**config.mk**
```make
export PLATFORM = sky130hd
export DESIGN_NAME = luhn_card_number_classifier_core
export DESIGN_NICKNAME = d
export VERILOG_FILES = /design/src/design/luhn_pkg.sv /design/src/design/luhn_card_number_classifier_core.sv /design/src/design/luhn_bcd_conv.sv /design/src/design/luhn_digit_acc.sv
export SDC_FILE = /design/constraint.sdc
export NUM_CORES = 1
export LEC_CHECK = 0
export BUFFER_PORTS_ARGS = -buffer_cell sky130_fd_sc_hd__buf_2
export CAP_MARGIN = 5
export CORE_MARGIN = 2
export CORE_UTILIZATION = 35
export DETAILED_ROUTE_END_ITERATION = 10
export PLACE_DENSITY_LB_ADDON = 0.15
export REMOVE_ABC_BUFFERS = 1
export SYNTH_ARGS = -nofsm -noshare
export SYNTH_HDL_FRONTEND = slang
export SYNTH_HIERARCHICAL = 1
export SYNTH_SLANG_ARGS = --single-unit
export TNS_END_PERCENT = 5
```
**constraint.sdc**
```tcl
create_clock -name clk -period 5.5 [get_ports clk]
set_input_delay 0.55 -clock clk [delete_from_list [all_inputs] [get_ports clk]]
set_output_delay 0.55 -clock clk [all_outputs]
set_load 0.005 [all_outputs]
```
**src/design/luhn_pkg.sv**
```systemverilog
// ----------------------------------------------------------------------------
// luhn_pkg
// Shared widths, result codes and digit helpers for the Luhn card classifier.
// ----------------------------------------------------------------------------
package luhn_pkg;

    localparam int CARD_W      = 63;                 // binary card number width
    localparam int BCD_DIGITS  = 19;                 // enough for 2^63 - 1
    localparam int BCD_W       = 4 * BCD_DIGITS;
    localparam int LUHN_DIGITS = 16;                 // digits that enter the total
    localparam int LUHN_W      = 4 * LUHN_DIGITS;
    localparam int CONV_CNT_W  = $clog2(CARD_W);
    localparam int POS_W       = $clog2(LUHN_DIGITS);

    typedef logic [3:0] digit_t;
    typedef logic [4:0] count_t;

    localparam count_t COUNT_TOO_LONG = count_t'(LUHN_DIGITS + 1);

    // card_class codes
    localparam logic [1:0] CLS_INVALID = 2'd0;
    localparam logic [1:0] CLS_15_3X   = 2'd1;
    localparam logic [1:0] CLS_16_5X   = 2'd2;
    localparam logic [1:0] CLS_LEAD_4  = 2'd3;

    // Luhn pass result handed to the top level
    typedef struct packed {
        logic   ok;       // digit total is a multiple of ten
        count_t count;    // 1..16, position of highest non-zero digit
    } luhn_res_t;

    // Double a digit and fold a two-digit product to its digit sum
    function automatic digit_t luhn_double(input digit_t d);
        logic [4:0] twice;
        twice = {d, 1'b0};
        if (d >= 4'd5)
            luhn_double = digit_t'(twice - 5'd9);
        else
            luhn_double = digit_t'(twice);
    endfunction

endpackage

```
**src/design/luhn_card_number_classifier_core.sv**
```systemverilog
// ----------------------------------------------------------------------------
// luhn_card_number_classifier_core
// Luhn mod-10 check and card classification of a binary card number.
// ----------------------------------------------------------------------------
//
//  channel | signals                                    | beat
//  --------+--------------------------------------------+---------------------
//  in      | in_valid, in_stall, card_number[62:0]      | one number to check
//  out     | out_valid, out_stall, card_class[1:0],     | one classification
//          | checksum_ok, digit_count[4:0]              |
//
//  Steps: shift-and-add-3 BCD conversion of the 63 input bits, one bit at a
//  time, then Luhn accumulation over the low 16 digits, one digit at a time,
//  a handover between them and a load of the output register. A new beat is
//  taken only after the previous result has left the sequencer, so beats
//  do not overlap inside the converter or the accumulator.
//  The next beat is taken once the result sits in the output register, so a
//  waiting result does not hold up the next conversion.
//  Reset (rst_n, async, active low) empties the pipeline and the output.
//  out_stall holds the output register; a finished result waits in HOLD.
//
module luhn_card_number_classifier_core
(
    input  logic                        clk,
    input  logic                        rst_n,
    input  logic                        in_valid,
    output logic                        in_stall,
    input  logic [luhn_pkg::CARD_W-1:0] card_number,
    output logic                        out_valid,
    input  logic                        out_stall,
    output logic [1:0]                  card_class,
    output logic                        checksum_ok,
    output luhn_pkg::count_t            digit_count
);
    import luhn_pkg::*;

    typedef enum logic [1:0] {
        ST_IDLE,
        ST_CONV,
        ST_LUHN,
        ST_HOLD
    } state_t;

    state_t     state_reg;
    logic       out_valid_reg;
    logic [1:0] class_reg;
    logic       ok_reg;
    count_t     count_reg;

    logic            in_take;
    logic            out_take;
    logic            conv_done;
    logic [BCD_W-1:0] bcd;
    logic            luhn_done;
    luhn_res_t       luhn_res;

    logic            too_long;
    count_t          count_fin;
    logic [1:0]      class_fin;
    logic            out_free;
    logic            finish;

    assign in_stall = (state_reg != ST_IDLE);
    assign in_take  = in_valid && !in_stall;
    assign out_take = out_valid_reg && !out_stall;

    luhn_bcd_conv u_conv
    (
        .clk    (clk),
        .rst_n  (rst_n),
        .start  (in_take),
        .number (card_number),
        .done   (conv_done),
        .bcd    (bcd)
    );

    luhn_digit_acc u_acc
    (
        .clk    (clk),
        .rst_n  (rst_n),
        .start  (conv_done),
        .digits (bcd[LUHN_W-1:0]),
        .done   (luhn_done),
        .res    (luhn_res)
    );

    // Classification. The BCD word stays put until the next beat starts.
    always_comb
    begin
        too_long  = |bcd[BCD_W-1:LUHN_W];
        count_fin = too_long ? COUNT_TOO_LONG : luhn_res.count;
        class_fin = CLS_INVALID;
        if (luhn_res.ok && !too_long)
        begin
            case (luhn_res.count)
                count_t'(15):
                begin
                    // prefix 34 or 37
                    if (bcd[4*14 +: 4] == 4'd3 &&
                        (bcd[4*13 +: 4] == 4'd4 || bcd[4*13 +: 4] == 4'd7))
                        class_fin = CLS_15_3X;
                end
                count_t'(16):
                begin
                    // prefix 51..55 wins; otherwise leading 4
                    if (bcd[4*15 +: 4] == 4'd5 &&
                        bcd[4*14 +: 4] >= 4'd1 && bcd[4*14 +: 4] <= 4'd5)
                        class_fin = CLS_16_5X;
                    else if (bcd[4*15 +: 4] == 4'd4)
                        class_fin = CLS_LEAD_4;
                end
                count_t'(13):
                begin
                    if (bcd[4*12 +: 4] == 4'd4)
                        class_fin = CLS_LEAD_4;
                end
                default:
                begin
                    class_fin = CLS_INVALID;
                end
            endcase
        end
    end

    assign out_free = !out_valid_reg || !out_stall;
    assign finish   = ((state_reg == ST_LUHN && luhn_done) || state_reg == ST_HOLD)
                      && out_free;

    // Sequencer and output register
    always_ff @(posedge clk or negedge rst_n)
    begin
        if (!rst_n)
        begin
            state_reg     <= ST_IDLE;
            out_valid_reg <= 1'b0;
            class_reg     <= CLS_INVALID;
            ok_reg        <= 1'b0;
            count_reg     <= '0;
        end
        else
        begin
            if (out_take)
                out_valid_reg <= 1'b0;
            if (finish)
            begin
                out_valid_reg <= 1'b1;
                class_reg     <= class_fin;
                ok_reg        <= luhn_res.ok;
                count_reg     <= count_fin;
            end
            case (state_reg)
                ST_IDLE:
                begin
                    if (in_take)
                        state_reg <= ST_CONV;
                end
                ST_CONV:
                begin
                    if (conv_done)
                        state_reg <= ST_LUHN;
                end
                ST_LUHN:
                begin
                    if (luhn_done)
                        state_reg <= finish ? ST_IDLE : ST_HOLD;
                end
                ST_HOLD:
                begin
                    if (finish)
                        state_reg <= ST_IDLE;
                end
                default:
                begin
                    state_reg <= ST_IDLE;
                end
            endcase
        end
    end

    assign out_valid   = out_valid_reg;
    assign card_class  = class_reg;
    assign checksum_ok = ok_reg;
    assign digit_count = count_reg;

    // converter finishes only while the sequencer waits for it
    a_conv_done_in_conv: assert property (@(posedge clk) disable iff (!rst_n)
        conv_done |-> state_reg == ST_CONV)
        else $error("BCD conversion finished outside CONV");

    a_luhn_done_in_luhn: assert property (@(posedge clk) disable iff (!rst_n)
        luhn_done |-> state_reg == ST_LUHN)
        else $error("Luhn pass finished outside LUHN");

    a_take_starts_conv: assert property (@(posedge clk) disable iff (!rst_n)
        in_take |=> state_reg == ST_CONV)
        else $error("accepted beat did not start conversion");

    a_class_needs_ok: assert property (@(posedge clk) disable iff (!rst_n)
        out_valid_reg && class_reg != CLS_INVALID |-> ok_reg &&
        (count_reg == count_t'(13) || count_reg == count_t'(15) ||
         count_reg == count_t'(16)))
        else $error("card class given without checksum or valid length");

endmodule

```
**src/design/luhn_bcd_conv.sv**
```systemverilog
// ----------------------------------------------------------------------------
// luhn_bcd_conv
// Bit-serial binary to BCD converter (shift and add-3), one bit per cycle.
// ----------------------------------------------------------------------------
module luhn_bcd_conv
(
    input  logic                        clk,
    input  logic                        rst_n,
    input  logic                        start,
    input  logic [luhn_pkg::CARD_W-1:0] number,
    output logic                        done,
    output logic [luhn_pkg::BCD_W-1:0]  bcd
);
    import luhn_pkg::*;

    logic [CARD_W-1:0]     bin_reg;
    logic [BCD_W-1:0]      bcd_reg;
    logic [BCD_W-1:0]      bcd_adj;
    logic [CONV_CNT_W-1:0] cnt_reg;
    logic                  busy_reg;
    logic                  done_reg;

    // add 3 to every digit of 5 or more before the shift
    always_comb
    begin
        for (int i = 0; i < BCD_DIGITS; i++)
        begin
            if (bcd_reg[4*i +: 4] >= 4'd5)
                bcd_adj[4*i +: 4] = bcd_reg[4*i +: 4] + 4'd3;
            else
                bcd_adj[4*i +: 4] = bcd_reg[4*i +: 4];
        end
    end

    always_ff @(posedge clk or negedge rst_n)
    begin
        if (!rst_n)
        begin
            busy_reg <= 1'b0;
            done_reg <= 1'b0;
            cnt_reg  <= '0;
        end
        else
        begin
            done_reg <= 1'b0;
            if (start)
            begin
                busy_reg <= 1'b1;
                cnt_reg  <= '0;
            end
            else if (busy_reg)
            begin
                cnt_reg <= cnt_reg + CONV_CNT_W'(1);
                if (cnt_reg == CONV_CNT_W'(CARD_W - 1))
                begin
                    busy_reg <= 1'b0;
                    done_reg <= 1'b1;
                end
            end
        end
    end

    always_ff @(posedge clk)
    begin
        if (start)
        begin
            bin_reg <= number;
            bcd_reg <= '0;
        end
        else if (busy_reg)
        begin
            bin_reg <= {bin_reg[CARD_W-2:0], 1'b0};
            bcd_reg <= {bcd_adj[BCD_W-2:0], bin_reg[CARD_W-1]};
        end
    end

    assign done = done_reg;
    assign bcd  = bcd_reg;

endmodule

```
**src/design/luhn_digit_acc.sv**
```systemverilog
// ----------------------------------------------------------------------------
// luhn_digit_acc
// Digit-serial Luhn total (mod 10) and digit count over the low 16 digits.
// ----------------------------------------------------------------------------
module luhn_digit_acc
(
    input  logic                        clk,
    input  logic                        rst_n,
    input  logic                        start,
    input  logic [luhn_pkg::LUHN_W-1:0] digits,
    output logic                        done,
    output luhn_pkg::luhn_res_t         res
);
    import luhn_pkg::*;

    logic [LUHN_W-1:0] sr_reg;
    logic [POS_W-1:0]  pos_reg;
    digit_t            total_reg;
    count_t            count_reg;
    logic              busy_reg;
    logic              done_reg;

    digit_t     cur;
    digit_t     term;
    logic [4:0] sum;
    digit_t     total_next;

    always_comb
    begin
        cur  = sr_reg[3:0];
        // odd positions from zero are the second, fourth, ... digits
        term = pos_reg[0] ? luhn_double(cur) : cur;
        sum  = {1'b0, total_reg} + {1'b0, term};
        if (sum >= 5'd10)
            total_next = digit_t'(sum - 5'd10);
        else
            total_next = digit_t'(sum);
    end

    always_ff @(posedge clk or negedge rst_n)
    begin
        if (!rst_n)
        begin
            busy_reg  <= 1'b0;
            done_reg  <= 1'b0;
            pos_reg   <= '0;
            total_reg <= '0;
            count_reg <= count_t'(1);
        end
        else
        begin
            done_reg <= 1'b0;
            if (start)
            begin
                busy_reg  <= 1'b1;
                pos_reg   <= '0;
                total_reg <= '0;
                count_reg <= count_t'(1);
            end
            else if (busy_reg)
            begin
                pos_reg   <= pos_reg + POS_W'(1);
                total_reg <= total_next;
                if (cur != 4'd0)
                    count_reg <= count_t'({1'b0, pos_reg}) + count_t'(1);
                if (pos_reg == POS_W'(LUHN_DIGITS - 1))
                begin
                    busy_reg <= 1'b0;
                    done_reg <= 1'b1;
                end
            end
        end
    end

    always_ff @(posedge clk)
    begin
        if (start)
            sr_reg <= digits;
        else if (busy_reg)
            sr_reg <= {4'd0, sr_reg[LUHN_W-1:4]};
    end

    assign done     = done_reg;
    assign res.ok   = (total_reg == 4'd0);
    assign res.count = count_reg;

endmodule
```
==> results of run 1 <==
cells in the mapped netlist, types with 3 or more instances:
cell	instances	area share, %
xnor2_1	6	0.44
a21oi_1	69	2.9
xor2_1	7	0.52
buf_4	4	0.25
a22o_1	3	0.22
nand4_1	23	1.2
o21ai_1	37	1.6
or3_1	20	1.1
nand2b_1	5	0.26
buf_1	7	0.22
mux2i_1	5	0.42
o32ai_1	19	1.4
nor2b_1	4	0.21
o22a_1	18	1.3
o22ai_1	18	0.95
a311oi_1	18	1.3
and2_1	6	0.32
nand3_1	27	1.1
inv_1	85	2.7
o21ai_0	49	2.1
dfrtp_1	33	7.0
dfxtp_1	76	13
edfxtp_1	127	32
nor2_1	67	2.1
buf_2	26	1.1
clkbuf_1	11	0.35
ha_1	50	5.3
mux2_2	124	12
a211oi_1	3	0.19
a21bo_2	17	1.4
nor3_1	19	0.80
nand2_1	53	1.7
nor4_1	5	0.26
path summary, 6_finish.rpt:
check | startpoint | endpoint | slack [ns]
setup / recovery | u_acc/sr_reg[0] | u_acc/total_reg[1] | 2.08
hold / removal | rst_n | out_valid | 0.10
setup reg to reg | u_acc/sr_reg[0] | u_acc/total_reg[1] | 2.08
hold reg to reg | u_conv/bcd[75] | u_conv/bcd[75] | 0.48
max in group asynchronous | rst_n | u_conv/busy_reg | 4.81
min in group clk | card_number[0] | u_conv/bin_reg[0] | 0.30
layer usage:
layer | vias up | share of wire [%]
met3 | 34 | 4.0
met4 | 0 | 2.0
met5 | - | 0
met1 | 3947 | 49
met2 | 125 | 45
li1 | 4092 | -
cell families (layout without fill, tap and decap cells):
family,after synthesis,in the layout,synth area share (%)
compound gates,268,268,14.69
simple gates,241,241,9.956
flops,237,237,52.15
buf+inv,133,217,4.609
mux,129,129,12.19
fa+ha+maj,51,51,5.442
xor+xnor,13,13,0.9597
final cells by class:
type,count,area (um^2)
Multi-Input combinational cell,702,5137
Inverter,85,319.1
Clock buffer,39,770.7
Clock inverter,11,170.2
Fill cell,3252,19870
Tap cell,448,560.5
Sequential cell,237,6192
Timing Repair Buffer,82,425.4
through the flow:
step	cell area [um^2]	hold WS, ns
after floorplan	11640	0.2544
final	13580	0.1030
after global placement	12630	0.4651
after detailed placement	12630	0.4714
after CTS	13580	0.1033
after global routing	13580	0.1458
where the power goes:
group	internal (mW)	leakage (nW)	total, mW	switching [mW]
Combinational	1.21	2.38	2.60	1.39
Sequential	2.59	2.24	3.17	0.585
Clock	1.16	0.458	1.89	0.729
Total	4.96	5.08	7.66	2.70
==> impl_results.md, run 1 <==
* Synthesized area per cell at 11.07 um^2
* Largest net degree at the start of global routing at 88
* CTS root buffer: clkbuf_16
* WL final at 24010 um
* FF-to-FF path depth at 14
* GRT busiest layer: met2
* Placed cells at around 1600
* Die ar. at between 0.03 and 0.04 mm^2
* EDFF count, synth at between 100 and 150
* Power Density at about 560 mW/mm^2
* Vias in the first global route at 7975
* Post-CTS Hold Buffers at 0
* Final Cycle Share at 62.27%
* Drt wl/cell at 14.97 um
* Data required time of the worst path at 5.94 ns
* GRT overflow at 0
* Via Count at 8198
* Routing usage on met2 at between 20 and 25%
* Most frequent cells in the layout: edfxtp_1, mux2_2, inv_1
* Final Hold Viols at 0
* Slew HR at 24.02%
* Starting DRT DRC Count at between 300 and 400
* Max Cap Violations at 0
* RSZ-0062 raised after global routing: false
* Setup tns final at 0 ns
* Synthesized flop and latch total at roughly 240
* Global-route wire length before repair at 39900 um
* Port Buf Inserts at 76
* Peak supply drop at 0.2786 mV
* Highest Clock Rate at 0.2920 GHz
* Crit path time final at 3.425 ns
* Yosys cell types at 57
* Leakage power at between 5 and 6 nW
* Cts repair resizes at 0
* Clk sinks at 237
* Post-CTS Setup Inserts at 0
* Mapped cell area at 0.01186 mm^2
* DRC at 0
* Area of the core at ~0.033 mm^2
* Initial Util at 35.47%
* CP startpoint kind: flop
* YS warnings at 6
* Routed Antenna Nets at 0
* Delay-heaviest family, CP: adder cells
* P&R area growth vs syn at 14.43%
* Clk slew on worst S/H paths at ~0.060 ns
* CTS Buf Count at 27
* CP bufs+invs at 1
* Clk_skew at 0.01404 ns
* Via density per instance at 5.111
* Post-DP HPWL at 14600 um
* IO Count at 77
* Tot Pwr at 7.660 mW
* DRT Pass-1 Iters at 5
* Post-synth ARST share at between 10% and 20%
* Tightest Hold Check Type: primary input to asynchronous set/reset pin
* Max-slew violations at 0
* Worst Path Arrival at 3.86 ns
* Clock Path Buffers at 3
* Critical path's most frequent cell: ha_1
* Routability cong. at 0.7551
* Crit path kind: flop to flop
* Final Core Density at roughly two fifths
* Worst-Skew Late Latency at 0.54 ns
* # rows at 67
* Outcome: complete, no violations
* Leading cell type in the layout, fill and taps excluded: edfxtp_1
* H-Tree Depth at 1
* CP Max Fanout at 6
* Layout cell share with drive strength beyond 1 at 24.05%
* CTS tree: built
* Largest register FFs at 76
* Commonest register cell after synthesis: edfxtp_1
* Die extent in x at 188.1 um
* Dpl ws at 2.054 ns
* Antenna violations before repair at 0
* M3 GR Usage at 2.583%
* Cell Count, Final, Fillers Out at 1604
* Crit end category: flop
* Tot GR Track Use at 13.35%
* Sequential fraction of the synthesis area at 52.15%
* Largest stage delay, worst path at 0.47 ns
* Final worst slack at 2.075 ns
* WP depth at 14
* Nets at 1253
* GR Util met1 at 18.58%
* Worst Tran Pin Value at 1.135 ns
* Slowest stage cell, crit path: fa_1
* CP Cell Sequence: ha_1, nand2b_1, a21oi_1, xnor2_1, nand2_1, o21ai_0, fa_1, xor2_1, inv_1, ha_1, o21ai_1, a211oi_2, or3_1, a311oi_1
* Die H at 188.1 um
* Final setup viols at 0
* Diode count at 0
* Mapped Cells at approximately 1100
Power figures use the tool's default switching activity.
==> run 2, diff against run 1 <==
==> constraint.sdc (replaced) <==
create_clock -name clk -period 3.28 [get_ports clk]
set_input_delay 0.328 -clock clk [delete_from_list [all_inputs] [get_ports clk]]
set_output_delay 0.328 -clock clk [all_outputs]
set_load 0.005 [all_outputs]
==> impl_results.md, run 2 (synthesis gave the netlist of run 1 again) <==
* Outcome: complete, no violations
* Die ar. at 0.03539 mm^2
* Clock Path Buffers at 3
* # rows at between 60 and 70
* Fill count at roughly 3200
* Clk slew on worst S/H paths at 0.06 ns
* Largest register FFs at 76
* Vias in the first global route at a little over 8000
* Leakage power at 5.167 nW
* Reg area at 0.006192 mm^2
* Peak supply drop at 0.4163 mV
* Highest Clock Rate at 0.3212 GHz
* Max-slew violations at 0
* Via density per instance at 5.082
* CTS tree: built
* CP Max Fanout at 4
* GRT overflow at 0
* CTS root buffer: clkbuf_16
* Layout cell share with drive strength beyond 1 at 26.53%
* Worst Hold Margin at 0.06702 ns
* Data required time of the worst path at 3.71 ns
* IO Count at 77
* Final Cycle Share at 94.93%
* Final Hold Viols at 0
* Antenna violations before repair at 0
* Max Cap Violations at 0
* Global-route wire length before repair at 40120 um
* Diode count at 0
* Via Count at 8253
* Most frequent cells in the layout: edfxtp_1, mux2_2, inv_1
* Tot GR Track Use at between 10% and 20%
* Crit path time final at roughly 3.1 ns
* H-Tree Depth at 1
* Die H at 188.1 um
* Worst-Skew Late Latency at 0.54 ns
* Met3 WL at 990 um
* P&R area growth vs syn at 16.29%
* Worst Path Arrival at 3.55 ns
* Tightest Hold Check Type: primary input to flop
* Top Layer Used: met4
* Crit end category: flop
* DRT Pass-1 Iters at 4
* DRC at 0
* Worst Tran Pin Value at 0.7678 ns
* CTS Buf Count at 28
* WL final at about 24000 um
* Setup tns final at 0 ns
* Die extent in x at 188.1 um
* Post-DP HPWL at 15070 um
* Nets at 1272
* Starting DRT DRC Count at between 400 and 500
* Crit path kind: flop to flop
* Power Density at 945.7 mW/mm^2
* Final setup viols at 0
* Multi-input gate area at 0.005207 mm^2
* Clk_skew at 0.01869 ns
* CP startpoint kind: flop
* Clk sinks at 237
* Met2 wire length at roughly 11000 um
* Slew HR at 48.81%
* Routed Antenna Nets at 0
* Met1 Wirelength at 11870 um
* Leading cell type in the layout, fill and taps excluded: edfxtp_1
* Port Buf Inserts at 76
* Drt wl/cell at 14.89 um
* Initial Util at 35.47%
* Area of the core at roughly 0.033 mm^2
* Largest net degree at the start of global routing at 94
* Routability cong. at 0.7752
## run 2: changes by cell type in the layout (fill, tap and decap cells not counted), sizes merged
cell	delta
buf	+17
bufinv	-3
clkbuf	-3
clkinv	+7
clkinvlp	+1
dlygate4sd3	+1
## run 2: path summary, 6_finish.rpt
path / from / end / slack, ns / cells past startpoint
worst min register to register: u_conv/bcd[75] / u_conv/bcd[75] / 0.47 / 2
max in group asynchronous: rst_n / u_conv/busy_reg / 2.29 / 2
worst min-delay path: card_number[0] / u_conv/bin_reg[0] / 0.07 / 2
worst max-delay path: u_acc/sr_reg[1] / u_acc/total_reg[1] / 0.17 / 16
worst max register to register: u_acc/sr_reg[1] / u_acc/total_reg[1] / 0.17 / 16
min in group asynchronous: rst_n / digit_count[1] / 0.41 / 2
## run 2: what timing repair did
item / 4_1_cts / 5_1_grt
pin swaps: 0 / 7
endpoints found under the setup margin: 1 / 3
buffers inserted: 0 / 4
gates resized for setup: 1 / 17
endpoints found under the hold margin: 33 / 0
hold buffers: 1 / 0
## run 2: critical path, cell delays in order, from the launching register on
cell and delay (ns):
edfxtp_1 0.38, inv_2 0.08, ha_1 0.19, nand2b_4 0.14
a21oi_2 0.12, buf_4 0.14, a21oi_2 0.06, ha_2 0.22
fa_2 0.39, xor2_2 0.20, inv_2 0.09, ha_4 0.14
o21ai_1 0.07, a211oi_2 0.26, buf_4 0.15, o21ai_0 0.09
a311oi_2 0.28
## run 2: per-stage QoR
step | area (um^2) | util (%) | total power [mW] | instances | setup slack (ns)
after global placement | 12790 | 38.25 | 9.812 | 1567 | 0.09657
after global routing | 13800 | 41.25 | 14.08 | 1624 | -0.02518
after detailed placement | 12790 | 38.25 | 9.886 | 1567 | 0.02831
final | 13800 | 41.25 | 13.05 | 1624 | 0.1663
after floorplan | 11640 | - | 8.659 | 1024 | -4.772
after CTS | 13700 | 40.97 | 12.98 | 1620 | 0.002428
## run 2: routing by layer
metal | vias up | global-route usage, %
li1 | 4140 | -
met1 | 3964 | 18.62
met2 | 124 | 21.74
met3 | 25 | 2.807
met4 | 0 | 2.968
met5 | - | 0
## run 2: cell type report
class,count,share of cell area (%)
timing repair buffer,100,4.534
sequential,237,44.88
inverter,85,2.313
multi-input combinational,702,37.74
clock buffer,36,5.595
tap,448,4.063
clock inverter,16,0.8706
## run 2: where the power goes
part / switching, mW / leakage [nW] / internal, mW
Combinational: 2.47 / 2.49 / 2.30
Sequential: 0.963 / 2.24 / 4.34
Clock: 1.23 / 0.437 / 1.74
Total: 4.66 / 5.17 / 8.38
